File: src/rtl/hfe_pkg.sv
package hfe_pkg;

    // defaults for the top level parameters and register resets
    localparam int MAX_WIDTH   = 64;
    localparam int MAX_ROWS    = 64;
    localparam int STORE_DEPTH_DEF = 4096;
    localparam int QUEUE_DEPTH = 2;

    // datapath widths
    localparam int CW     = 12;   // signed corner coordinate
    localparam int OFF_W  = 10;   // corner offset from the rectangle origin
    localparam int IDX_W  = 20;   // signed linear store index
    localparam int NUM_W  = 41;   // signed feature sum
    localparam int MAG_W  = 40;   // magnitude of the feature sum
    localparam int FRAC_W = 16;
    localparam int DVD_W  = MAG_W + FRAC_W;
    localparam int PROD_W = 16;
    localparam int AREA_W = 20;
    localparam int Q_W    = 32;
    localparam int CNT_W  = 5;

    typedef enum logic [3:0] {
        OP_LOAD   = 4'd0,
        OP_X2     = 4'd1,
        OP_Y2     = 4'd2,
        OP_X3     = 4'd3,
        OP_Y3     = 4'd4,
        OP_X4     = 4'd5,
        OP_Y4     = 4'd6,
        OP_CENTER = 4'd7,
        OP_X2Y2   = 4'd8
    } opcode_t;

    typedef enum logic {
        CFG_ROW_STRIDE  = 1'b0,
        CFG_ROWS_IN_USE = 1'b1
    } cfg_index_t;

    // corner offset select: multiples of the split step, or the full span
    typedef enum logic [2:0] {
        SEL_0    = 3'd0,
        SEL_A1   = 3'd1,
        SEL_A2   = 3'd2,
        SEL_A3   = 3'd3,
        SEL_A4   = 3'd4,
        SEL_SPAN = 3'd5
    } sel_t;

    typedef enum logic [2:0] {
        WT_P1 = 3'd0,
        WT_M1 = 3'd1,
        WT_P2 = 3'd2,
        WT_M2 = 3'd3,
        WT_M9 = 3'd4
    } wt_t;

    typedef enum logic [1:0] {
        K1 = 2'd0,
        K2 = 2'd1,
        K4 = 2'd2,
        K9 = 2'd3
    } kmul_t;

    typedef struct packed {
        sel_t x0;
        sel_t x1;
        sel_t y0;
        sel_t y1;
        wt_t  wt;
    } box_t;

    // classified item handed from the front end to the back end
    typedef struct packed {
        logic                 is_load;
        opcode_t              op;
        logic [11:0]          load_index;
        logic [31:0]          load_value;
        logic signed [CW-1:0] x;
        logic signed [CW-1:0] y;
        logic [7:0]           w;
        logic [7:0]           h;
        logic [7:0]           ax;
        logic [7:0]           ay;
        logic [7:0]           m1;
        logic [7:0]           m2;
        kmul_t                kmul;
        logic [1:0]           nbox;
    } cmd_t;

    // floor(v / 3) for 8-bit values via reciprocal multiply
    function automatic logic [7:0] div3(logic [7:0] v);
        logic [16:0] p;
        p = {9'd0, v} * 17'd171;
        return p[16:9];
    endfunction

    function automatic logic [OFF_W-1:0] sel_offset(sel_t s, logic [7:0] a, logic [7:0] span);
        logic [OFF_W-1:0] a1;
        a1 = {2'b00, a};
        unique case (s)
            SEL_0:    return '0;
            SEL_A1:   return a1;
            SEL_A2:   return a1 << 1;
            SEL_A3:   return (a1 << 1) + a1;
            SEL_A4:   return a1 << 2;
            SEL_SPAN: return {2'b00, span};
            default:  return '0;
        endcase
    endfunction

    function automatic box_t mk_box(sel_t x0, sel_t x1, sel_t y0, sel_t y1, wt_t wt);
        box_t b;
        b.x0 = x0;
        b.x1 = x1;
        b.y0 = y0;
        b.y1 = y1;
        b.wt = wt;
        return b;
    endfunction

    // box k of a feature type
    function automatic box_t box_desc(opcode_t op, logic [1:0] k);
        box_t d;
        d = mk_box(SEL_0, SEL_0, SEL_0, SEL_0, WT_P1);
        unique case (op)
            OP_X2:
                d = (k == 2'd0) ? mk_box(SEL_0, SEL_SPAN, SEL_0, SEL_A1, WT_P1)
                                : mk_box(SEL_0, SEL_SPAN, SEL_A1, SEL_A2, WT_M1);
            OP_Y2:
                d = (k == 2'd0) ? mk_box(SEL_0, SEL_A1, SEL_0, SEL_SPAN, WT_P1)
                                : mk_box(SEL_A1, SEL_A2, SEL_0, SEL_SPAN, WT_M1);
            OP_X3:
                d = (k == 2'd0) ? mk_box(SEL_0, SEL_SPAN, SEL_A2, SEL_A3, WT_P1)
                  : (k == 2'd1) ? mk_box(SEL_0, SEL_SPAN, SEL_0, SEL_A1, WT_P1)
                                : mk_box(SEL_0, SEL_SPAN, SEL_A1, SEL_A2, WT_M2);
            OP_Y3:
                d = (k == 2'd0) ? mk_box(SEL_0, SEL_A1, SEL_0, SEL_SPAN, WT_P1)
                  : (k == 2'd1) ? mk_box(SEL_A2, SEL_A3, SEL_0, SEL_SPAN, WT_P1)
                                : mk_box(SEL_A1, SEL_A2, SEL_0, SEL_SPAN, WT_M2);
            OP_X4:
                d = (k == 2'd0) ? mk_box(SEL_0, SEL_SPAN, SEL_0, SEL_A1, WT_P1)
                  : (k == 2'd1) ? mk_box(SEL_0, SEL_SPAN, SEL_A3, SEL_A4, WT_P1)
                                : mk_box(SEL_0, SEL_SPAN, SEL_A1, SEL_A3, WT_M1);
            OP_Y4:
                d = (k == 2'd0) ? mk_box(SEL_0, SEL_A1, SEL_0, SEL_SPAN, WT_P1)
                  : (k == 2'd1) ? mk_box(SEL_A3, SEL_A4, SEL_0, SEL_SPAN, WT_P1)
                                : mk_box(SEL_A1, SEL_A3, SEL_0, SEL_SPAN, WT_M1);
            OP_CENTER:
                d = (k == 2'd0) ? mk_box(SEL_0, SEL_A3, SEL_0, SEL_A3, WT_P1)
                                : mk_box(SEL_A1, SEL_A2, SEL_A1, SEL_A2, WT_M9);
            OP_X2Y2:
                d = (k == 2'd0) ? mk_box(SEL_0, SEL_A2, SEL_0, SEL_A2, WT_P1)
                  : (k == 2'd1) ? mk_box(SEL_A1, SEL_A2, SEL_A1, SEL_A2, WT_M2)
                                : mk_box(SEL_0, SEL_A1, SEL_0, SEL_A1, WT_M2);
            default:
                d = mk_box(SEL_0, SEL_0, SEL_0, SEL_0, WT_P1);
        endcase
        return d;
    endfunction

endpackage

File: src/rtl/hfe_front.sv
module hfe_front #(
    parameter int STORE_DEPTH = hfe_pkg::STORE_DEPTH_DEF
) (
    input  logic          push,
    input  logic          q_full,
    input  logic [3:0]    opcode,
    input  logic [11:0]   load_index,
    input  logic [31:0]   load_value,
    input  logic [7:0]    rect_x,
    input  logic [7:0]    rect_y,
    input  logic [7:0]    rect_width,
    input  logic [7:0]    rect_height,
    output logic          cmd_push,
    output hfe_pkg::cmd_t cmd
);

    import hfe_pkg::*;

    logic    keep;
    opcode_t op;

    assign op = opcode_t'(opcode);

    always_comb
    begin
        cmd            = '0;
        cmd.op         = op;
        cmd.load_index = load_index;
        cmd.load_value = load_value;
        cmd.x          = $signed({{(CW - 8){1'b0}}, rect_x}) - CW'(1);
        cmd.y          = $signed({{(CW - 8){1'b0}}, rect_y}) - CW'(1);
        cmd.w          = rect_width;
        cmd.h          = rect_height;
        cmd.nbox       = 2'd3;
        cmd.kmul       = K1;
        keep           = 1'b1;
        unique case (op)
            OP_LOAD:
            begin
                cmd.is_load = 1'b1;
                keep        = ({20'd0, load_index} < 32'(STORE_DEPTH));
            end
            OP_X2:
            begin
                cmd.ay   = rect_height >> 1;
                cmd.m1   = rect_width;
                cmd.m2   = rect_height >> 1;
                cmd.nbox = 2'd2;
            end
            OP_Y2:
            begin
                cmd.ax   = rect_width >> 1;
                cmd.m1   = rect_width >> 1;
                cmd.m2   = rect_height;
                cmd.nbox = 2'd2;
            end
            OP_X3:
            begin
                cmd.ay   = div3(rect_height);
                cmd.m1   = div3(rect_height);
                cmd.m2   = rect_width;
                cmd.kmul = K2;
            end
            OP_Y3:
            begin
                cmd.ax   = div3(rect_width);
                cmd.m1   = rect_height;
                cmd.m2   = div3(rect_width);
                cmd.kmul = K2;
            end
            OP_X4:
            begin
                cmd.ay   = rect_height >> 2;
                cmd.m1   = rect_width;
                cmd.m2   = rect_height >> 2;
                cmd.kmul = K2;
            end
            OP_Y4:
            begin
                cmd.ax   = rect_width >> 2;
                cmd.m1   = rect_height;
                cmd.m2   = rect_width >> 2;
                cmd.kmul = K2;
            end
            OP_CENTER:
            begin
                cmd.ax   = div3(rect_width);
                cmd.ay   = div3(rect_height);
                cmd.m1   = div3(rect_width);
                cmd.m2   = div3(rect_height);
                cmd.kmul = K9;
                cmd.nbox = 2'd2;
            end
            OP_X2Y2:
            begin
                cmd.ax   = rect_width >> 1;
                cmd.ay   = rect_height >> 1;
                cmd.m1   = rect_width >> 1;
                cmd.m2   = rect_height >> 1;
                cmd.kmul = K4;
            end
            default:
            begin
                keep = 1'b0;   // unused opcodes are dropped
            end
        endcase
    end

    assign cmd_push = push && !q_full && keep;

endmodule

File: config.mk
export PLATFORM = sky130hd
export DESIGN_NAME = hfe_front
export DESIGN_NICKNAME = d
export VERILOG_FILES = /design/src/rtl/hfe_pkg.sv /design/src/rtl/hfe_front.sv
export SDC_FILE = /design/constraint.sdc
export NUM_CORES = 1
export LEC_CHECK = 0
export BUFFER_PORTS_ARGS = -buffer_cell sky130_fd_sc_hd__buf_2
export CORE_ASPECT_RATIO = 0.6
export CORE_MARGIN = 2
export CORE_UTILIZATION = 35
export DETAILED_ROUTE_END_ITERATION = 10
export GPL_TIMING_DRIVEN = 1
export MAX_ROUTING_LAYER = met4
export PLACE_DENSITY_LB_ADDON = 0.05
export SYNTH_ARGS = -nofsm -noshare
export SYNTH_HDL_FRONTEND = slang
export SYNTH_SLANG_ARGS = --single-unit
File: constraint.sdc
create_clock -name vclk -period 7.7
set_clock_uncertainty 0.05 [all_clocks]
set_input_delay 0.77 -clock vclk [all_inputs]
set_output_delay 0.77 -clock vclk [all_outputs]
set_load 0.02 [all_outputs]
# Word level (Yosys, flattened, before mapping)
# Index checks and enable logic that the tools add are counted.
[word_totals] regBits=0 latchBits=0 mem_bits_rw=0 romBits=0 memories=0
[classes] add_sub_neg=2 mul=2 n_div=0 order_cmp=0 n_eq_ne=8 shift=0 mux=7 bitwise_logic=0 n_reduce_logical=11
[ops] op="one-hot mux 16 bit (8 select lines)" n=1
[ops] op="one-hot mux 7 bit (3 select lines)" n=2
[ops] op="multiplier 8 x 8 -> 16 bit (second input constant)" n=2
[ops] op="subtractor 8 x 1 -> 9 bit (second input constant)" n=2
[ops] op="equality test 4 x 3 -> 1 bit (second input constant)" n=4
[ops] op="OR reduction 9 bit" n=1
[ops] op="equality test 4 x 2 -> 1 bit (second input constant)" n=2
[ops] op="OR reduction 2 bit" n=4
[ops] op="one-hot mux 2 bit (3 select lines)" n=1
[ops] op="equality test 4 x 1 -> 1 bit (second input constant)" n=1
[ops] op="equality test 4 bit (second input constant)" n=1
[ops] op="zero test 4 bit" n=1
[ops] op="OR reduction 4 bit" n=1
[ops] op="2-to-1 mux 1 bit" n=3
[ops] op="OR reduction 3 bit" n=1
[ops] op="logical AND 1 bit" n=2
[ops] op="zero test 1 bit" n=1

# Longest topological paths before layout
# Gate-level depths: netlist of the first run.
[logic_depth] word_depth=4 ltp_mapped=14 mapped_depth_nobuf=14

# Worst setup path after synthesis of the first run
# No wires, ideal clock.
[synth_timing] path_type="input to output" startpoint="input rect_width[1]" endpoint="output cmd[16] (netlist bit)" t_arrival_ps=4593 path_slack_ps=2287 cell_stages=14 path_buffers=0 path_cell_list="ha_1 -> fa_1 -> fa_1 -> inv_1 -> fa_1 -> inv_1 -> ha_1 -> a211o_1 -> a21o_1 -> o31ai_4 -> nor2b_4 -> mux2i_1 -> nand2_1 -> a221o_1"
[synth_rtl] element="start, declared" line_no="hfe_front.sv:11" rtl="input logic [7:0] rect_width,"
[synth_rtl] element="end, declared" line_no="hfe_front.sv:14" rtl="output hfe_pkg::cmd_t cmd"

==> flow_summary.json, run 1 <==
{
  "synth.most_common_cell": "inv_1",
  "status": "finished, final reports clean",
  "crit_buf_inv": 4,
  "drcViolationCount": 0,
  "worstPathArrival_ps": 5140,
  "crit_top_cell": "fa_1",
  "via_count": 3781,
  "tightest_slew_ps": 784,
  "syn_area_mm2": 0.00408,
  "endpoint_kind": "output port",
  "seq_area_frac_synth_pct": 0,
  "grt_max_degree": 30,
  "first_iter_violations": 282,
  "vias_per_cell": 5.19,
  "netlist.area_leader.share_pct": 25.8,
  "setup_viol": 0,
  "p_leak_uw": 0.00239,
  "core-area_mm2": 0.0113,
  "worstPathCellList": "buf_2 -> ha_1 -> fa_1 -> fa_1 -> inv_1 -> fa_1 -> inv_1 -> ha_1 -> a211o_1 -> a21o_1 -> o31ai_4 -> nor2b_4 -> mux2i_1 -> nand2_1 -> a221o_1 -> buf_2",
  "grt_pass1_vias": 3416,
  "gr-total-overflow": 0,
  "synth_area_per_cell_um2": 7.65,
  "syn_to_final_growth_pct": 4.66,
  "fin_crit_ps": 5960,
  "synth_top_area_cell": "ha_1",
  "dp.cells": 729,
  "die_y_um": 87.6,
  "grt_usage_pct": 20.0,
  "drtPass1Iterations": 5,
  "finalHoldViolations": 0,
  "fin_nets": 761,
  "cp-start-kind": "input port",
  "register_area_um2": 0,
  "comb_power_share_pct": 100.0,
  "synth_cells": 533,
  "max_stage_delay_ps": 530,
  "min_period_over_period_pct": 77.4,
  "ir_drop_mv": 0.0490,
  "cts_hold_buf": 0,
  "ios": 208,
  "clkPwrFrac_pct": 0,
  "port_buffers": 117,
  "crit_required_ps": 6880,
  "relSlewSlack_pct": 47.4,
  "power_density_mw_per_mm2": 149,
  "clock.fmax_ghz": 0.168,
  "gp_congestion": 0.858,
  "p_int_uw": 241,
  "hpwl_um": 10300,
  "grt_pass1_wl_um": 19300,
  "dieArea_mm2": 0.0126,
  "crit_fanout": 10,
  "hold_class": "in2out",
  "cts_resized": 0,
  "fin_cells": 729,
  "drv_slew": 0,
  "synth.top_cells.by_area": "ha_1 26%, buf_4 14%, fa_1 12%",
  "wl_um": 12400,
  "p_sw_uw": 396,
  "ys_warn_count": 0,
  "num_rows": 30,
  "slowest_stage": "fa_1",
  "rsz0062_at_grt": "no",
  "critPathKind": "in2out",
  "yosysUniqueCellTypes": 61,
  "start_util_pct": 36.0,
  "tns_ps": 0,
  "power_frac_seq_pct": 0,
  "cap_violations": 0,
  "post-cts-setup-buffers": 0,
  "nFlopsAndLatches": 0,
  "path_delay_family": "adder cells",
  "switching_share_pct": 62.2,
  "antenna_left": 0,
  "post_drt_wl_per_cell_um": 17.1,
  "antenna_found_initial": 0,
  "drive_gt1_share_pct": 22.8,
  "fp.dieW_um": 143,
  "yosys-top-cells-count": "89 x inv_1, 84 x ha_1, 78 x buf_4",
  "n_clock_buffer": 0,
  "antenna_cells": 0
}
## final timing paths
check	depth (start not counted)	start	to
worst max-delay path	16	rect_width[3]	cmd[16]
worst min-delay path	0	load_value[26]	cmd[102]
## metrics by stage
step | power (uW) | utilization (%) | hold WS (ps) | setup WS, ps | area (um^2)
2_1_floorplan | 501 | - | 1570 | 2290 | 4080
3_3_place_gp | 633 | 37.6 | 1490 | 1780 | 4270
3_5_place_dp | 630 | 37.6 | 1490 | 1740 | 4270
4_1_cts | 638 | 37.6 | 1490 | 1720 | 4270
5_1_grt | 719 | 37.6 | 1490 | 1460 | 4270
6_report | 636 | 37.6 | 1490 | 1740 | 4270
## routing by layer
layer / up-vias / global-route usage (%) / part of all wire, %
li1: 1846 / - / -
met1: 1767 / 32.1 / 54
met2: 144 / 26.6 / 38
met3: 24 / 2.35 / 6.8
met4: 0 / 2.67 / 1.2
met5: - / - / 0
## cell families after synthesis
group | after synthesis | share of synthesized area, %
compound gates | 112 | 20.3
buf+inv | 172 | 23.1
mux | 4 | 0.982
other cells | 2 | 0.184
simple gates | 113 | 13.2
fa+ha+maj | 108 | 37.6
xor+xnor | 22 | 4.73
## final cells by class
class | instances | area [um^2]
Fill cell | 1260 | 7070
Multi-Input combinational cell | 362 | 3140
Timing Repair Buffer | 118 | 593
Tap cell | 160 | 200
Inverter | 89 | 334
## cell usage in the layout, fill, tap and decap left out, types with 12 or more instances in the layout
master / instances
a21oi_1: 20
ha_1: 84
nand2_1: 47
buf_2: 117
nor2_1: 19
fa_1: 24
inv_1: 89
nor3_1: 12
o21ai_0: 21
## power by group through the flow
stage / sequential, uW / clock (uW) / combinational (uW)
floorplan: 0 / 0 / 501
detailed placement: 0 / 0 / 630
global route: 0 / 0 / 719
CTS: 0 / 0 / 638
finish: 0 / 0 / 636
global placement: 0 / 0 / 633
(Power assumes the default switching activity.)
==> run 2: changes to the inputs <==
- clock period: 7.7 -> 5.8 ns (I/O delays scaled with it)
==> flow_summary.json, run 2 (synthesized netlist as in run 1, its figures left out) <==
{
  "drcViolationCount": 0,
  "rsz0062_at_grt": "no",
  "ios": 208,
  "cap_violations": 0,
  "setup_viol": 0,
  "antenna_left": 0,
  "power_density_mw_per_mm2": 198,
  "ir_drop_mv": 0.0825,
  "cts_hold_buf": 0,
  "min_from": "load_value[1]",
  "drv_slew": 0,
  "fp.dieW_um": 143,
  "gr-total-overflow": 0,
  "hold_class": "in2out",
  "status": "finished, final reports clean",
  "whs_path_depth": 0,
  "first_iter_violations": 319,
  "start_util_pct": 36.0,
  "whs_endpoint": "cmd[77]",
  "finalHoldViolations": 0,
  "grt_pass1_vias": 3387,
  "dieArea_mm2": 0.0126,
  "cp-start-kind": "input port",
  "place_ws_ps": 338,
  "worstPathArrival_ps": 4820,
  "vias_per_cell": 5.07,
  "core-area_mm2": 0.0113,
  "min_period_over_period_pct": 94.0,
  "n_clock_buffer": 0,
  "p_leak_uw": 0.00242,
  "setup_ws_ps": 350,
  "port_buffers": 117,
  "hpwl_um": 10400,
  "tightest_slew_ps": 749,
  "via_count": 3728,
  "grt_usage_pct": 19.7,
  "clock.fmax_ghz": 0.183,
  "final_cell_mix": "117 x buf_2, 89 x inv_1, 84 x ha_1",
  "crit_required_ps": 5170,
  "syn_to_final_growth_pct": 5.77,
  "num_rows": 30,
  "post_drt_wl_per_cell_um": 16.8,
  "post-cts-setup-buffers": 0,
  "drive_gt1_share_pct": 23.7,
  "final_common_cell": "buf_2",
  "critPathKind": "in2out",
  "fin_nets": 767,
  "crit_fanout": 8,
  "tns_ps": 0,
  "antenna_found_initial": 0,
  "fin_crit_ps": 5450,
  "die_y_um": 87.6,
  "endpoint_kind": "output port",
  "grt_pass1_wl_um": 18900,
  "grt_max_degree": 30,
  "register_area_um2": 0,
  "relSlewSlack_pct": 49.7,
  "wl_um": 12400,
  "gp_congestion": 0.851,
  "nFlopsAndLatches": 0,
  "antenna_cells": 0,
  "cts_resized": 0,
  "drtPass1Iterations": 6
}
## run 2: cell count changes in the layout (fill, tap and decap cells not counted), sizes merged
cell / previous run / this run
buf: 118 / 124
## run 2: worst max-delay path, cell delays in order
cell	delay (ps)
buf_2	160
ha_1	340
fa_1	510
fa_1	520
inv_1	60
fa_1	530
inv_1	40
ha_1	330
a211o_1	270
a21o_1	200
o31ai_4	190
nor2b_4	200
mux2i_1	230
nand2_1	90
a221o_1	390
buf_2	180
## run 2: worst max-delay path by stage
| stage | from | to |
|---|---|---|
| 6_report | rect_width[1] | cmd[16] |
| 2_1_floorplan | rect_width[1] | cmd[16] |
| 3_3_place_gp | rect_width[1] | cmd[16] |
| 5_1_grt | rect_width[1] | cmd[33] |
| 3_5_place_dp | rect_width[1] | cmd[33] |
| 4_1_cts | rect_width[1] | cmd[33] |
## run 2: layout make-up
class,count,area (um^2)
well taps,160,200
fillers,1230,7020
inverters,89,334
repair buffers,124,638
multi-input cells,362,3140
## run 2: power breakdown
part | total, uW | switching (uW) | leakage [uW] | internal (uW)
sequential | 0 | 0 | 0 | 0
clock | 0 | 0 | 0 | 0
combinational | 855 | 532 | 0.00242 | 323
## run 2: metrics by stage
step	utilization, %	area (um^2)	total power, uW	cells	hold WS [ps]
2_1_floorplan	-	4080	665	534	1190
3_3_place_gp	38.0	4310	849	735	1110
3_5_place_dp	38.0	4310	841	735	1110
4_1_cts	38.0	4310	854	735	1110
5_1_grt	38.0	4310	966	735	1110
6_report	38.0	4310	855	735	1110
## run 2: routing by layer
metal  vias to the layer above  wire length, um  track usage [%]
met5                         -                0                -
met4                         0              153             2.76
met3                        26              745            0.711
met2                       142             4610             25.4
met1                      1702             6850             33.2
li1                       1858                -                -
==> run 3: changes to the inputs <==
- BUFFER_PORTS_ARGS: -buffer_cell sky130_fd_sc_hd__buf_2 -> unset
- CAP_MARGIN: unset -> 20
- DONT_BUFFER_PORTS: unset -> 1
==> flow_summary.json, run 3 (synthesized netlist as in run 1, its figures left out) <==
{
  "post_drt_wl_per_cell_um": 19.8,
  "setup_viol": 0,
  "hpwl_um": 10200,
  "fp.dieW_um": 143,
  "whs_ps": 1110,
  "met3_usage_pct": 2.35,
  "register_area_um2": 0,
  "antenna_cells": 0,
  "core-area_mm2": 0.0113,
  "finalHoldViolations": 0,
  "drv_slew": 0,
  "rsz0062_at_grt": "no",
  "fillers": 1222,
  "antenna_found_initial": 0,
  "gr-total-overflow": 0,
  "switching_share_pct": 62.3,
  "ios": 208,
  "critPathKind": "in2out",
  "first_iter_violations": 301,
  "fin_nets": 653,
  "p_int_uw": 287,
  "endpoint_kind": "output port",
  "final_common_cell": "inv_1",
  "p_leak_uw": 0.00193,
  "setup_ws_ps": 512,
  "vias_per_cell": 5.43,
  "p_sw_uw": 475,
  "wl_um": 12300,
  "tightest_slew_ps": 867,
  "start_util_pct": 36.0,
  "n_clock_buffer": 0,
  "syn_to_final_growth_pct": -7.79,
  "grt_use_met1_pct": 30.9,
  "clkPwrFrac_pct": 0,
  "worstPathArrival_ps": 4660,
  "place_ws_ps": 515,
  "relSlewSlack_pct": 41.7,
  "fin_crit_ps": 5290,
  "cts_resized": 0,
  "grt_pass1_vias": 3020,
  "cts_hold_buf": 0,
  "drive_gt1_share_pct": 5.21,
  "via_count": 3370,
  "drtPass1Iterations": 7,
  "multi_input_comb_area_mm2": 0.00315,
  "tns_ps": 0,
  "ir_drop_mv": 0.0789,
  "nFlopsAndLatches": 0,
  "crit_required_ps": 5170,
  "final_cell_mix": "89 x inv_1, 84 x ha_1, 47 x nand2_1",
  "cp-start-kind": "input port",
  "crit_fanout": 8,
  "cap_violations": 0,
  "hold_class": "in2out",
  "use_met2_pct": 25.4,
  "drcViolationCount": 0,
  "place_area_mm2": 0.00376,
  "comb_power_share_pct": 100.0,
  "clock.fmax_ghz": 0.189,
  "busiest_layer": "met1",
  "grt_usage_pct": 19.3,
  "min_period_over_period_pct": 91.2,
  "dieArea_mm2": 0.0126,
  "power_frac_seq_pct": 0,
  "die_y_um": 87.6,
  "port_buffers": 0,
  "status": "finished, final reports clean",
  "grt_max_degree": 30,
  "antenna_left": 0,
  "power_density_mw_per_mm2": 202,
  "gp_congestion": 0.910,
  "grt_pass1_wl_um": 18100,
  "post-cts-setup-buffers": 0,
  "num_rows": 30,
  "fin_area_mm2": 0.00376
}
## run 3: cell types whose count changed in the layout (fill, tap and decap cells not counted)
cell / previous run / this run
nor3_1: 12 / 10
nor3_2: 1 / 3
buf_2: 117 / 0
buf_4: 7 / 10
## run 3: routing by layer
layer,part of all wire (%),vias to the layer above
li1,-,1635
met1,54,1564
met2,37,138
met3,6.5,33
met4,1.9,0
met5,0,-
## run 3: layout make-up
type | instances | area share (%)
multi-input combinational | 362 | 83.8
tap | 160 | 5.32
inverter | 89 | 8.89
timing repair buffer | 10 | 2.00
## run 3: path summary, 6_finish.rpt
kind / slack (ps) / cells after the start / from / to
max: 510 / 14 / rect_width[1] / cmd[16]
min: 1110 / 0 / load_index[2] / cmd[110]
## run 3: worst max-delay path, cell delays in order
cell and delay, ps:
ha_1 310, fa_1 490, fa_1 530, inv_1 60, fa_1 530, inv_1 40
ha_1 330, a211o_1 270, a21o_1 200, o31ai_4 270, nor2b_4 220, mux2i_1 240
nand2_1 100, a221o_1 470
## run 3: stage by stage
step           total power [uW]  cells  util (%)
2_1_floorplan               665    534         -
3_3_place_gp                764    621      33.2
3_5_place_dp                756    621      33.2
4_1_cts                     765    621      33.2
5_1_grt                     861    621      33.2
6_report                    761    621      33.2
## run 3: power by group through the flow
stage	clock (uW)	combinational, uW	sequential [uW]
2_1_floorplan	0	665	0
3_3_place_gp	0	764	0
3_5_place_dp	0	756	0
4_1_cts	0	765	0
5_1_grt	0	861	0
6_report	0	761	0
