<file path="src/rtl/hfe_fifo.sv">
module hfe_fifo #(
    parameter int WIDTH = 8,
    parameter int DEPTH = 2
) (
    input  logic             clk,
    input  logic             rst_n,
    input  logic             push,
    input  logic [WIDTH-1:0] wdata,
    output logic             full,
    input  logic             pop,
    output logic [WIDTH-1:0] rdata,
    output logic             empty
);

    localparam int PW = (DEPTH > 1) ? $clog2(DEPTH) : 1;
    localparam int CW = $clog2(DEPTH + 1);

    logic [WIDTH-1:0] slot_reg [DEPTH];
    logic [PW-1:0]    wr_ptr_reg, wr_ptr_next;
    logic [PW-1:0]    rd_ptr_reg, rd_ptr_next;
    logic [CW-1:0]    count_reg, count_next;
    logic             do_push, do_pop;

    assign full    = (count_reg == CW'(DEPTH));
    assign empty   = (count_reg == '0);
    assign do_push = push && !full;
    assign do_pop  = pop && !empty;
    assign rdata   = slot_reg[rd_ptr_reg];

    always_comb
    begin
        wr_ptr_next = wr_ptr_reg;
        rd_ptr_next = rd_ptr_reg;
        count_next  = count_reg;
        if (do_push)
        begin
            wr_ptr_next = (wr_ptr_reg == PW'(DEPTH - 1)) ? '0 : wr_ptr_reg + PW'(1);
        end
        if (do_pop)
        begin
            rd_ptr_next = (rd_ptr_reg == PW'(DEPTH - 1)) ? '0 : rd_ptr_reg + PW'(1);
        end
        if (do_push && !do_pop)
        begin
            count_next = count_reg + CW'(1);
        end
        else if (do_pop && !do_push)
        begin
            count_next = count_reg - CW'(1);
        end
    end

    always_ff @(posedge clk or negedge rst_n)
    begin
        if (!rst_n)
        begin
            wr_ptr_reg <= '0;
            rd_ptr_reg <= '0;
            count_reg  <= '0;
        end
        else
        begin
            wr_ptr_reg <= wr_ptr_next;
            rd_ptr_reg <= rd_ptr_next;
            count_reg  <= count_next;
        end
    end

    always_ff @(posedge clk)
    begin
        if (do_push)
        begin
            slot_reg[wr_ptr_reg] <= wdata;
        end
    end

endmodule

</file>
<file path="config.mk">
export PLATFORM = sky130hd
export DESIGN_NAME = hfe_fifo
export DESIGN_NICKNAME = d
export VERILOG_FILES = /design/src/rtl/hfe_fifo.sv
export SDC_FILE = /design/constraint.sdc
export NUM_CORES = 1
export LEC_CHECK = 0
export BUFFER_PORTS_ARGS = -buffer_cell sky130_fd_sc_hd__buf_2
export CAP_MARGIN = 20
export CORE_MARGIN = 2
export CORE_UTILIZATION = 48
export DETAILED_ROUTE_END_ITERATION = 10
export GPL_ROUTABILITY_DRIVEN = 1
export PLACE_DENSITY = 0.78
export SLEW_MARGIN = 5
export SYNTH_ARGS = -nofsm -noshare
export SYNTH_HDL_FRONTEND = slang
export SYNTH_SLANG_ARGS = --single-unit
</file>
<file path="constraint.sdc">
create_clock -name clk -period 2 [get_ports clk]
set_input_delay 0.2 -clock clk [delete_from_list [all_inputs] [get_ports clk]]
set_output_delay 0.2 -clock clk [all_outputs]
set_load 0.01 [all_outputs]
</file>
== Yosys cells after proc, flatten, opt, wreduce, memory -nomap -nowiden ==
Memories as Yosys holds them, arrays and structs flattened.
Cells that the tools add are included.
Cells by class
  add/sub/neg operators: 4
  multipliers: 0
  divide/modulo/power cells: 0
  magnitude comparators: 0
  equal/unequal tests: 1
  shifts and indexed selects: 0
  muxes and demuxes: 6
  bitwise operators: 0
  reductions and logical operators: 10
Operators by type and width (number)
  $logic_and A1 B1 Y1: 4
  $logic_not A1 Y1: 4
  $mux W1: 4
  $mux W2: 2
  $add A1 B1 Y1 const B: 2
  $add A2 B1 Y2 const B: 1
  $eq A2 B2 Y1 const B: 1
  $logic_not A2 Y1: 1
  $reduce_bool A2 Y1: 1
  $sub A2 B1 Y2 const B: 1
Word-level totals
  register bits after elaboration: 4
  bits in latches: 0
  RAM bits: 16
  memory bits (read-only): 0
  input bits: 12
  output and inout port bits: 10
  memories: 1
Memories
  slot_reg: depth 2, bits a word 8, rd ports 1, clocked after Yosys merged registers in 0, wr ports 1, RTL line 18  | logic [WIDTH-1:0] slot_reg [DEPTH];

== Depth between registers and ports, before layout ==
Gate-level depths: netlist (run 1).
  depth after elaboration: 7
  depth in mapped cells: 7
  gate-level depth less buffers: 7

== Worst setup path after synthesis (run 1) ==
Ideal clock, no wire load.
  path type: reg-to-reg
  start point: register count_reg[0]
  end point: memory slot_reg[0][0], enable pin
  library setup time: 370 ps
  data arrival time: 1022 ps
  slack: 608 ps
  cell stages (with the launch flop): 4
  path through: dfrtp_1 > nand2b_1 > nand2_2 > nor2_1
Between the ends
  longest elaborated chain between the ends: 5
Ends and longest elaborated chain
  from (decl): RTL line 21  | logic [CW-1:0] count_reg, count_next;
  from (signal assigned): RTL line 65  | count_reg <= count_next;
  $eq A2 B2 Y1: RTL line 24  | assign full = (count_reg == CW'(DEPTH));
  $logic_not A1 Y1: RTL line 26  | assign do_push = push && !full;
  $logic_and A1 B1 Y1: RTL line 26
  $mux W1: RTL line 71  | if (do_push)
  $mux W1 (implied by the code): RTL line 73  | slot_reg[wr_ptr_reg] <= wdata;
  to (decl): RTL line 18
Every way passes these cells.

== Worst setup path in the final report (run 1) ==
  start point: register rd_ptr_reg
  end point: output rdata[7]
Between the ends
  longest elaborated chain between the ends: 1
Ends and longest elaborated chain
  from (decl): RTL line 20  | logic [PW-1:0] rd_ptr_reg, rd_ptr_next;
  from (signal assigned): RTL line 64  | rd_ptr_reg <= rd_ptr_next;
  $mem_v2 Z2 W8
  to (decl): RTL line 11  | output logic [WIDTH-1:0] rdata,
Every way passes these cells.

==> impl_metrics.env, run 1 <==
export IMPL_insertedDiodeCount=0
export IMPL_clock_latency_ns=0.29
export IMPL_core_um2=1520
export IMPL_die_h_um=44.4
export IMPL_setup_tns_final_ns=0
export IMPL_cts_sinks=20
export IMPL_worst_slack_ns=0.407
export IMPL_synth_compound_area_frac=0.00640
export IMPL_end_kind="output pin"
export IMPL_synth_seq_area_share=0.742
export IMPL_cp_data_arrival_time_ns=1.39
export IMPL_drv_cap=0
export IMPL_final_util=0.627
export IMPL_peakVddDrop_v=0.000792
export IMPL_synth_top_family_by_area="multiplexers"
export IMPL_clk_pin_slew_ns=0.10
export IMPL_timing_final_crit_share=0.796
export IMPL_finalPower_mw=1.32
export IMPL_hold_class="in2reg"
export IMPL_finalSetupViolations=0
export IMPL_rows=14
export IMPL_root_buffer="clkbuf_4"
export IMPL_crit_family="flip-flops"
export IMPL_ys_types=15
export IMPL_grt_max_degree=12
export IMPL_detail_route_antenna_nets=0
export IMPL_final_cell_mix="21 x buf_2, 16 x edfxtp_1, 6 x mux2_1"
export IMPL_drt_iter0_markers=8
export IMPL_via_count=426
export IMPL_synth_cells=44
export IMPL_overflow=0
export IMPL_placement_io_buffers=21
export IMPL_period_needed_ns=1.59
export IMPL_cts_resized=0
export IMPL_cp_cell_sequence="mux2_2 > buf_2"
export IMPL_die_area_um2=1970
export IMPL_fill_cells=115
export IMPL_track_usage=0.129
export IMPL_drive_gt1_frac=0.429
export IMPL_timing_fmax_mhz=628
export IMPL_yosys_warnings=0
export IMPL_wirelength_mm=1.06
export IMPL_crit_type="reg2out"
export IMPL_drtPass1Iterations=4
export IMPL_cellLeakagePower_nw=0.405
export IMPL_post_cts_buffers=0
export IMPL_synthesis_nets=57
export IMPL_wl_per_cell_um=12.4
export IMPL_cts_buffers=3
export IMPL_place_congestion=0.658
export IMPL_start_util=0.513
export IMPL_cts_buffer_depth=2
export IMPL_place_inst=81
export IMPL_powerDensity_nw_per_um2=1380
export IMPL_dpl_worst_slack_ns=0.540
export IMPL_cts_tree="yes"
export IMPL_synth_seq_cells=20
export IMPL_grt_pass1_wl_mm=1.66
export IMPL_layout_nets=84
export IMPL_antenna_found_initial=0
export IMPL_tightest_slew_ns=0.394
export IMPL_finalHoldViolCount=0
export IMPL_outcome="finished, final reports clean"
export IMPL_synth_fa_ha_area_frac=0.0160
export IMPL_fin_worst_skew_ns=0.00268
export IMPL_syn_area_um2=782
export IMPL_regArea_um2=581
export IMPL_layout_cells_most_common="buf_2"
export IMPL_slew_violations=0
export IMPL_pin_count=22
export IMPL_slew_headroom=0.738
export IMPL_crit_fanout=9
export IMPL_hpwlAfterDp_um=778
export IMPL_grt_pass1_vias=392
export IMPL_multi_input_area_um2=189
export IMPL_drc=0
export IMPL_avgSynthCellArea_um2=17.8
export IMPL_muxShareOfSynthArea=0.115
export IMPL_startpoint_type="register"
export IMPL_path_buf_inv=1
export IMPL_syn2layout_area_growth_pct=22.2
export IMPL_synth_xor_area_frac=0.0656
export IMPL_die_x_um=44.4
export IMPL_largest_register_ffs=16
export IMPL_hold_buffers=1
export IMPL_htreeDepth=1
export IMPL_finalNonFillerCells=86
export IMPL_synth_simple_gate_area_share=0.0384
export IMPL_viasPerCell=4.95
export IMPL_crit_path_top_delay_cell="dfrtp_1"
export IMPL_worstPathRequired_ns=1.80
export IMPL_slowest_delay_ns=0.59
export IMPL_rsz0062_at_grt="false"
where the power goes:
part / total (mW) / internal (mW) / switching, mW
combinational: 0.426 / 0.223 / 0.203
clock: 0.223 / 0.111 / 0.113
sequential: 0.673 / 0.581 / 0.0919
final timing paths:
kind	startpoint	endpoint	slack [ns]	cells past startpoint
setup / recovery	rd_ptr_reg$_DFFE_PN0P_	rdata[7]	0.41	2
hold / removal	wdata[3]	slot_reg[1][3]$_DFFE_PP_	0.09	1
setup reg to reg	count_reg[0]$_DFFE_PN0P_	count_reg[1]$_DFFE_PN0P_	0.54	7
hold reg to reg	wr_ptr_reg$_DFFE_PN0N_	wr_ptr_reg$_DFFE_PN0N_	0.53	1
max in group asynchronous	rst_n	count_reg[0]$_DFFE_PN0P_	1.66	2
min in group asynchronous	rst_n	wr_ptr_reg$_DFFE_PN0N_	0.23	2
routing by layer:
| layer | vias to the layer above | track usage | wire length [µm] |
|---|---|---|---|
| li1 | 209 | - | - |
| met2 | 11 | 0.209 | 545 |
| met5 | - | 0 | 0 |
| met4 | 0 | 0.0727 | 0 |
| met3 | 0 | 0.0490 | 51 |
| met1 | 206 | 0.146 | 468 |
through the flow:
step                instance area (µm²)  hold WS, ns
floorplan                           782      -0.0956
detailed placement                  910      0.00856
CTS                                 956       0.0757
global route                        956       0.0695
finish                              956       0.0897
global placement                    910      0.00728
cell type report:
class	instances	area share
clock buffer	4	0.0380
inverter	2	0.00785
multi-input combinational	21	0.198
sequential	20	0.607
tap	16	0.0209
timing repair buffer	23	0.128
logic make-up (layout without fill, tap and decap cells):
group,Yosys count,count (layout)
fa+ha+maj,1,1
buf+inv,3,29
mux,8,8
flops,20,20
simple gates,6,6
xor+xnor,5,5
compound gates,1,1
synthesized netlist by cell type, drive strengths merged:
master / n / area, µm²
and3: 1 / 6.26
buf: 1 / 5.00
dfrtp: 4 / 100
edfxtp: 16 / 480
ha: 1 / 12.5
inv: 2 / 7.51
mux2: 8 / 90.1
nand2: 1 / 6.26
nand2b: 1 / 6.26
nor2: 3 / 11.3
o21ai: 1 / 5.00
xnor2: 3 / 33.8
xor2: 2 / 17.5
(Power assumes the default switching activity.)
==> run 2, diff against run 1 <==
==> constraint.sdc (replaced) <==
create_clock -name clk -period 1.5 [get_ports clk]
set_input_delay 0.15 -clock clk [delete_from_list [all_inputs] [get_ports clk]]
set_output_delay 0.15 -clock clk [all_outputs]
set_load 0.01 [all_outputs]
==> run 2 against run 1 <==
Against the previous run: non-clock buffer count rose by 3; via count increased by 5.9%; routed wire length rose by 13%; die area is the same; sequential share of layout area down 1.7 points; design area increased by 3.3%; clock-buffer cell count unchanged; sequential power rose by 36%; flip-flop and latch count is the same; critical endpoint is now rdata[1].
==> impl_metrics.env, run 2 (synthesis results as in run 1) <==
export IMPL_place_inst=82
export IMPL_p_clk_frac=0.137
export IMPL_drc=0
export IMPL_final_util=0.648
export IMPL_insertedDiodeCount=0
export IMPL_setup_tns_final_ns=0
export IMPL_detail_route_antenna_nets=0
export IMPL_layout_nets=87
export IMPL_grt_pass1_vias=448
export IMPL_grt_max_degree=12
export IMPL_end_kind="output pin"
export IMPL_powerDensity_nw_per_um2=1840
export IMPL_share_comb_of_total_power=0.360
export IMPL_cellLeakagePower_nw=0.421
export IMPL_p_seq_frac=0.503
export IMPL_peakVddDrop_v=0.00117
export IMPL_timing_fmax_mhz=698
export IMPL_clk_pin_slew_ns=0.10
export IMPL_slew_violations=0
export IMPL_htreeDepth=1
export IMPL_cts_sinks=20
export IMPL_p_switching_mw=0.576
export IMPL_crit_fanout=9
export IMPL_grtUsageMet1=0.150
export IMPL_outcome="finished, final reports clean"
export IMPL_track_usage=0.134
export IMPL_drtPass1Iterations=4
export IMPL_placed_area_um2=917
export IMPL_multi_input_area_um2=205
export IMPL_hpwlAfterDp_um=841
export IMPL_tightest_slew_ns=0.394
export IMPL_pin_count=22
export IMPL_layout_cells_most_common="buf_2"
export IMPL_regArea_um2=583
export IMPL_viasPerCell=5.07
export IMPL_cts_buffer_depth=2
export IMPL_antenna_found_initial=0
export IMPL_cts_buffers=3
export IMPL_largest_register_ffs=16
export IMPL_core_um2=1520
export IMPL_period_needed_ns=1.43
export IMPL_die_area_um2=1970
export IMPL_cts_tree="yes"
export IMPL_timing_final_crit_share=0.956
export IMPL_via_count=451
export IMPL_swShare=0.317
export IMPL_die_h_um=44.4
export IMPL_gr_usage_met3=0.0408
export IMPL_final_cell_mix="21 x buf_2, 16 x edfxtp_1, 6 x mux2_1"
export IMPL_drt_iter0_markers=15
export IMPL_startpoint_type="register"
export IMPL_drive_gt1_frac=0.493
export IMPL_die_x_um=44.4
export IMPL_finalNonFillerCells=89
export IMPL_crit_type="reg2out"
export IMPL_power_internal_mw=1.24
export IMPL_placement_io_buffers=21
export IMPL_syn2layout_area_growth_pct=26.2
export IMPL_finalSetupViolations=0
export IMPL_wl_per_cell_um=13.5
export IMPL_fin_worst_skew_ns=0.00651
export IMPL_grt_pass1_wl_mm=1.81
export IMPL_stdcell_area_um2=987
export IMPL_slew_headroom=0.737
export IMPL_wirelength_mm=1.20
export IMPL_fill_cells=113
export IMPL_place_congestion=0.659
export IMPL_worstPathRequired_ns=1.35
export IMPL_root_buffer="clkbuf_4"
export IMPL_rows=14
export IMPL_cp_data_arrival_time_ns=1.28
export IMPL_hold_class="in2reg"
export IMPL_drv_cap=0
export IMPL_globalRouteMet2Util=0.238
export IMPL_clock_latency_ns=0.29
export IMPL_finalHoldViolCount=0
export IMPL_rsz0062_at_grt="false"
export IMPL_overflow=0
export IMPL_top_usage_layer="met2"
export IMPL_start_util=0.513
## run 2: changes by cell type in the layout (fill, tap and decap cells not counted), sizes merged
cell | previous run | this run
buf | 22 | 25
## run 2: power groups by stage
stage | sequential, mW | combinational, mW | clock [mW]
finish | 0.913 | 0.653 | 0.248
detailed placement | 0.910 | 0.599 | 0
global placement | 0.901 | 0.582 | 0
global route | 0.934 | 0.716 | 0.286
floorplan | 0.846 | 0.438 | 0
CTS | 0.901 | 0.606 | 0.263
## run 2: final timing paths
check                      slack, ns                       end                      from  depth (start not counted)
setup reg to reg                0.12  count_reg[1]$_DFFE_PN0P_  count_reg[0]$_DFFE_PN0P_                          7
min in group asynchronous       0.18    rd_ptr_reg$_DFFE_PN0P_                     rst_n                          2
setup / recovery                0.07                  rdata[1]    rd_ptr_reg$_DFFE_PN0P_                          2
max in group asynchronous       1.18  count_reg[0]$_DFFE_PN0P_                     rst_n                          2
hold / removal                  0.04  slot_reg[0][5]$_DFFE_PP_                  wdata[5]                          1
hold reg to reg                 0.54    wr_ptr_reg$_DFFE_PN0N_    wr_ptr_reg$_DFFE_PN0N_                          1
## run 2: layer usage
metal,wire (µm),up-vias
li1,-,215
met1,474,217
met5,0,-
met2,641,15
met4,14,0
met3,69,4
## run 2: timing repair
item                                    CTS  global route
resized for setup                         1             4
hold buffers                              1             0
endpoints found under the hold margin     4             0
pin swaps                                 0             2
setup buffers                             0             2
endpoints found under the setup margin    8             3
## run 2: area by class of cell
class,count,share of cell area
sequential,20,0.591
multi-input combinational,21,0.208
timing repair buffer,26,0.147
clock buffer,4,0.0266
tap,16,0.0203
inverter,2,0.00760
## run 2: worst max-delay path, stage by stage (launching register included)
cell and delay (ns):
dfrtp_2 0.50, mux2_1 0.36, buf_2 0.14
## run 2: per-stage QoR
step | setup WS (ns) | hold slack [ns] | power (mW)
after CTS | 0.0169 | 0.0299 | 1.77
final | 0.0664 | 0.0408 | 1.81
after global placement | 0.0800 | -0.0382 | 1.48
after floorplan | 0.108 | -0.146 | 1.28
after global routing | 0.000152 | 0.0228 | 1.94
after detailed placement | 0.0517 | -0.0365 | 1.51
==> run 3, diff against run 2 <==
--- a/config.mk
+++ b/config.mk
@@ -5,13 +5,15 @@
 export SDC_FILE = /design/constraint.sdc
 export NUM_CORES = 1
 export LEC_CHECK = 0
+export ABC_AREA = 1
+export ABC_CLOCK_PERIOD_IN_PS = 1500
 export BUFFER_PORTS_ARGS = -buffer_cell sky130_fd_sc_hd__buf_2
 export CAP_MARGIN = 20
 export CORE_MARGIN = 2
-export CORE_UTILIZATION = 48
+export CORE_UTILIZATION = 49
 export DETAILED_ROUTE_END_ITERATION = 10
 export GPL_ROUTABILITY_DRIVEN = 1
-export PLACE_DENSITY = 0.78
+export PLACE_DENSITY = 0.79
 export SLEW_MARGIN = 5
 export SYNTH_ARGS = -nofsm -noshare
 export SYNTH_HDL_FRONTEND = slang
==> run 3 against run 2 <==
Against the previous run: sequential share of layout area rose by 0.63 points; combinational power up 3%; worst hold slack got worse by 0.0083 ns; clock power rose by 2%; fmax increased by 4.2%; synthesized cell count is 66% higher; clock skew decreased by 0.0019 ns; non-clock buffer count shrank 3; worst setup slack gained 0.057 ns; first-iteration DRC count is 13% lower; global-route usage is 3.1 points higher; highest routed layer unchanged.
==> impl_metrics.env, run 3 <==
export IMPL_cp_cell_sequence="nor2_2 > nor2_2 > ha_1 > inv_1 > nand3_1 > nand2_1 > nand2_1"
export IMPL_detail_route_antenna_nets=0
export IMPL_cp_data_arrival_time_ns=1.57
export IMPL_drt_iter0_markers=13
export IMPL_placed_area_um2=937
export IMPL_share_comb_of_total_power=0.370
export IMPL_synth_seq_cells=20
export IMPL_p_clk_frac=0.140
export IMPL_timing_rr_start="count_reg[0]$_DFFE_PN0P_"
export IMPL_powerDensity_nw_per_um2=1860
export IMPL_cts_tree="yes"
export IMPL_yosys_warnings=0
export IMPL_final_cell_mix="33 x nand2_1, 21 x buf_2, 16 x edfxtp_1"
export IMPL_via_count=559
export IMPL_rsz0062_at_grt="false"
export IMPL_placement_io_buffers=21
export IMPL_hpwlAfterDp_mm=1.02
export IMPL_stdcell_area_um2=975
export IMPL_ys_types=14
export IMPL_clk_pin_slew_ns=0.11
export IMPL_slowest_delay_ns=0.48
export IMPL_avgSynthCellArea_um2=11.1
export IMPL_rr_worst_depth=7
export IMPL_min_from="wdata[2]"
export IMPL_synth_top_area_frac=0.594
export IMPL_start_util=0.531
export IMPL_cts_buffer_depth=2
export IMPL_whs_path_depth=1
export IMPL_wl_per_cell_um=12.4
export IMPL_startpoint_type="register"
export IMPL_die_area_um2=1990
export IMPL_track_usage=0.165
export IMPL_outcome="finished, final reports clean"
export IMPL_synth_async_reset_ratio=0.200
export IMPL_drtPass1Iterations=4
export IMPL_syn_area_um2=810
export IMPL_synth_cells=73
export IMPL_cts_sinks=20
export IMPL_timing_final_crit_share=0.917
export IMPL_r2r_slack_ns=0.12
export IMPL_fin_worst_skew_ns=0.00464
export IMPL_grt_max_degree=12
export IMPL_pin_count=22
export IMPL_end_kind="register"
export IMPL_cp_depth=7
export IMPL_layout_nets=113
export IMPL_swShare=0.376
export IMPL_yosysMostFrequentCell="nand2_1"
export IMPL_drive_gt1_frac=0.293
export IMPL_timing_fmax_mhz=727
export IMPL_post_cts_buffers=0
export IMPL_root_buffer="clkbuf_4"
export IMPL_p_seq_frac=0.490
export IMPL_largest_register_ffs=16
export IMPL_layout_cells_most_common="nand2_1"
export IMPL_cts_buffers=3
export IMPL_setup_tns_final_ns=0
export IMPL_grt_pass1_wl_mm=2.28
export IMPL_core_um2=1520
export IMPL_tightest_slew_ns=0.338
export IMPL_crit_family="flip-flops"
export IMPL_antenna_found_initial=0
export IMPL_viasPerCell=4.86
export IMPL_p_switching_mw=0.681
export IMPL_hold_class="in2reg"
export IMPL_slew_headroom=0.774
export IMPL_crit_fanout=7
export IMPL_cp_startpoint="count_reg[0]$_DFFE_PN0P_"
export IMPL_rows=14
export IMPL_ys_top_cells_by_count="33 x nand2_1, 16 x edfxtp_1, 7 x inv_1"
export IMPL_die_x_um=44.6
export IMPL_path_buf_inv=1
export IMPL_synth_edf_count=16
export IMPL_finalPower_mw=1.81
export IMPL_worstPathRequired_ns=1.69
export IMPL_wirelength_mm=1.43
export IMPL_crit_path_top_delay_cell="dfrtp_1"
export IMPL_period_needed_ns=1.38
export IMPL_synthesis_nets=86
export IMPL_peakVddDrop_v=0.00119
export IMPL_synth_seq_area_share=0.717
export IMPL_hold_ws_ns=0.0325
export IMPL_slew_violations=0
export IMPL_finalSetupViolations=0
export IMPL_syn2layout_area_growth_pct=20.4
export IMPL_grt_pass1_vias=524
export IMPL_htreeDepth=1
export IMPL_synth_top_area_cell="edfxtp_1"
export IMPL_place_congestion=0.868
export IMPL_drv_cap=0
export IMPL_power_internal_mw=1.13
export IMPL_synthTopCellsByArea="edfxtp_1 59%, nand2_1 15%, dfrtp_1 12%"
export IMPL_overflow=0
export IMPL_insertedDiodeCount=0
export IMPL_die_h_um=44.6
export IMPL_ys_flop_type="edfxtp_1"
export IMPL_finalHoldViolCount=0
export IMPL_cellLeakagePower_nw=0.468
export IMPL_crit_type="reg2reg"
export IMPL_drc=0
export IMPL_clock_latency_ns=0.29
run 3: changes by cell type in the layout (fill, tap and decap cells not counted), moves of 2 or more:
cell     before  now
mux2_1        6    0
buf_4         4    1
nand2_1       0   33
mux2_2        2    0
nor2_2        0    2
inv_1         2    7
xor2_1        2    0
run 3: cells by family after synthesis:
kind of cell	Yosys count	share of synthesized area
buffers and inverters	9	0.0433
adder cells (fa/ha/maj)	1	0.0155
XOR/XNOR	1	0.0108
AO/OA/AOI/OAI	2	0.0124
AND/OR/NAND/NOR	40	0.201
flip-flops	20	0.717
run 3: layout make-up:
| type | count | area [µm²] |
|---|---|---|
| Clock buffer | 3 | 22.5 |
| Clock inverter | 1 | 3.75 |
| Fill cell | 121 | 549 |
| Inverter | 8 | 30.0 |
| Multi-Input combinational cell | 44 | 194 |
| Sequential cell | 20 | 582 |
| Tap cell | 16 | 20.0 |
| Timing Repair Buffer | 23 | 123 |
run 3: layer usage:
layer / up-vias / share of wire / global-route usage / wire (µm)
met3: 2 / 0.050 / 0.0245 / 71
li1: 290 / - / - / -
met5: - / 0 / 0 / 0
met1: 254 / 0.45 / 0.208 / 644
met4: 0 / 0.0063 / 0.109 / 9
met2: 13 / 0.49 / 0.264 / 702
run 3: worst reg2reg max path, stage by stage, from the launching register on:
cell and delay [ns]:
dfrtp_1 0.48, nor2_2 0.16, nor2_2 0.05, ha_1 0.30, inv_1 0.08, nand3_1 0.09
nand2_1 0.06, nand2_1 0.05
run 3: power groups by stage:
stage / clock [mW] / combinational, mW / sequential [mW]
after floorplan: 0 / 0.470 / 0.837
after global placement: 0 / 0.647 / 0.883
after detailed placement: 0 / 0.673 / 0.894
after CTS: 0.261 / 0.682 / 0.881
after global routing: 0.284 / 0.763 / 0.905
final: 0.253 / 0.671 / 0.887
run 3: timing repair:
item                       CTS  global route
hold endpoints to repair     4             0
setup endpoints to repair    0             9
gates resized for setup      0             2
hold buffers                 1             0
run 3: through the flow:
stage                     cells  worst slack, ns  utilization
after detailed placement    110           0.0828        0.615
after floorplan              73            0.178            -
after CTS                   115           0.0115        0.639
after global placement      110            0.121        0.615
final                       115            0.124        0.640
after global routing        115           0.0200        0.640
run 3: worst paths after layout:
check                                            to
min reg2reg                  wr_ptr_reg$_DFFE_PN0N_
min                        slot_reg[0][2]$_DFFE_PP_
max                        count_reg[1]$_DFFE_PN0P_
max reg2reg                count_reg[1]$_DFFE_PN0P_
min in group asynchronous  count_reg[1]$_DFFE_PN0P_
max in group asynchronous    rd_ptr_reg$_DFFE_PN0P_
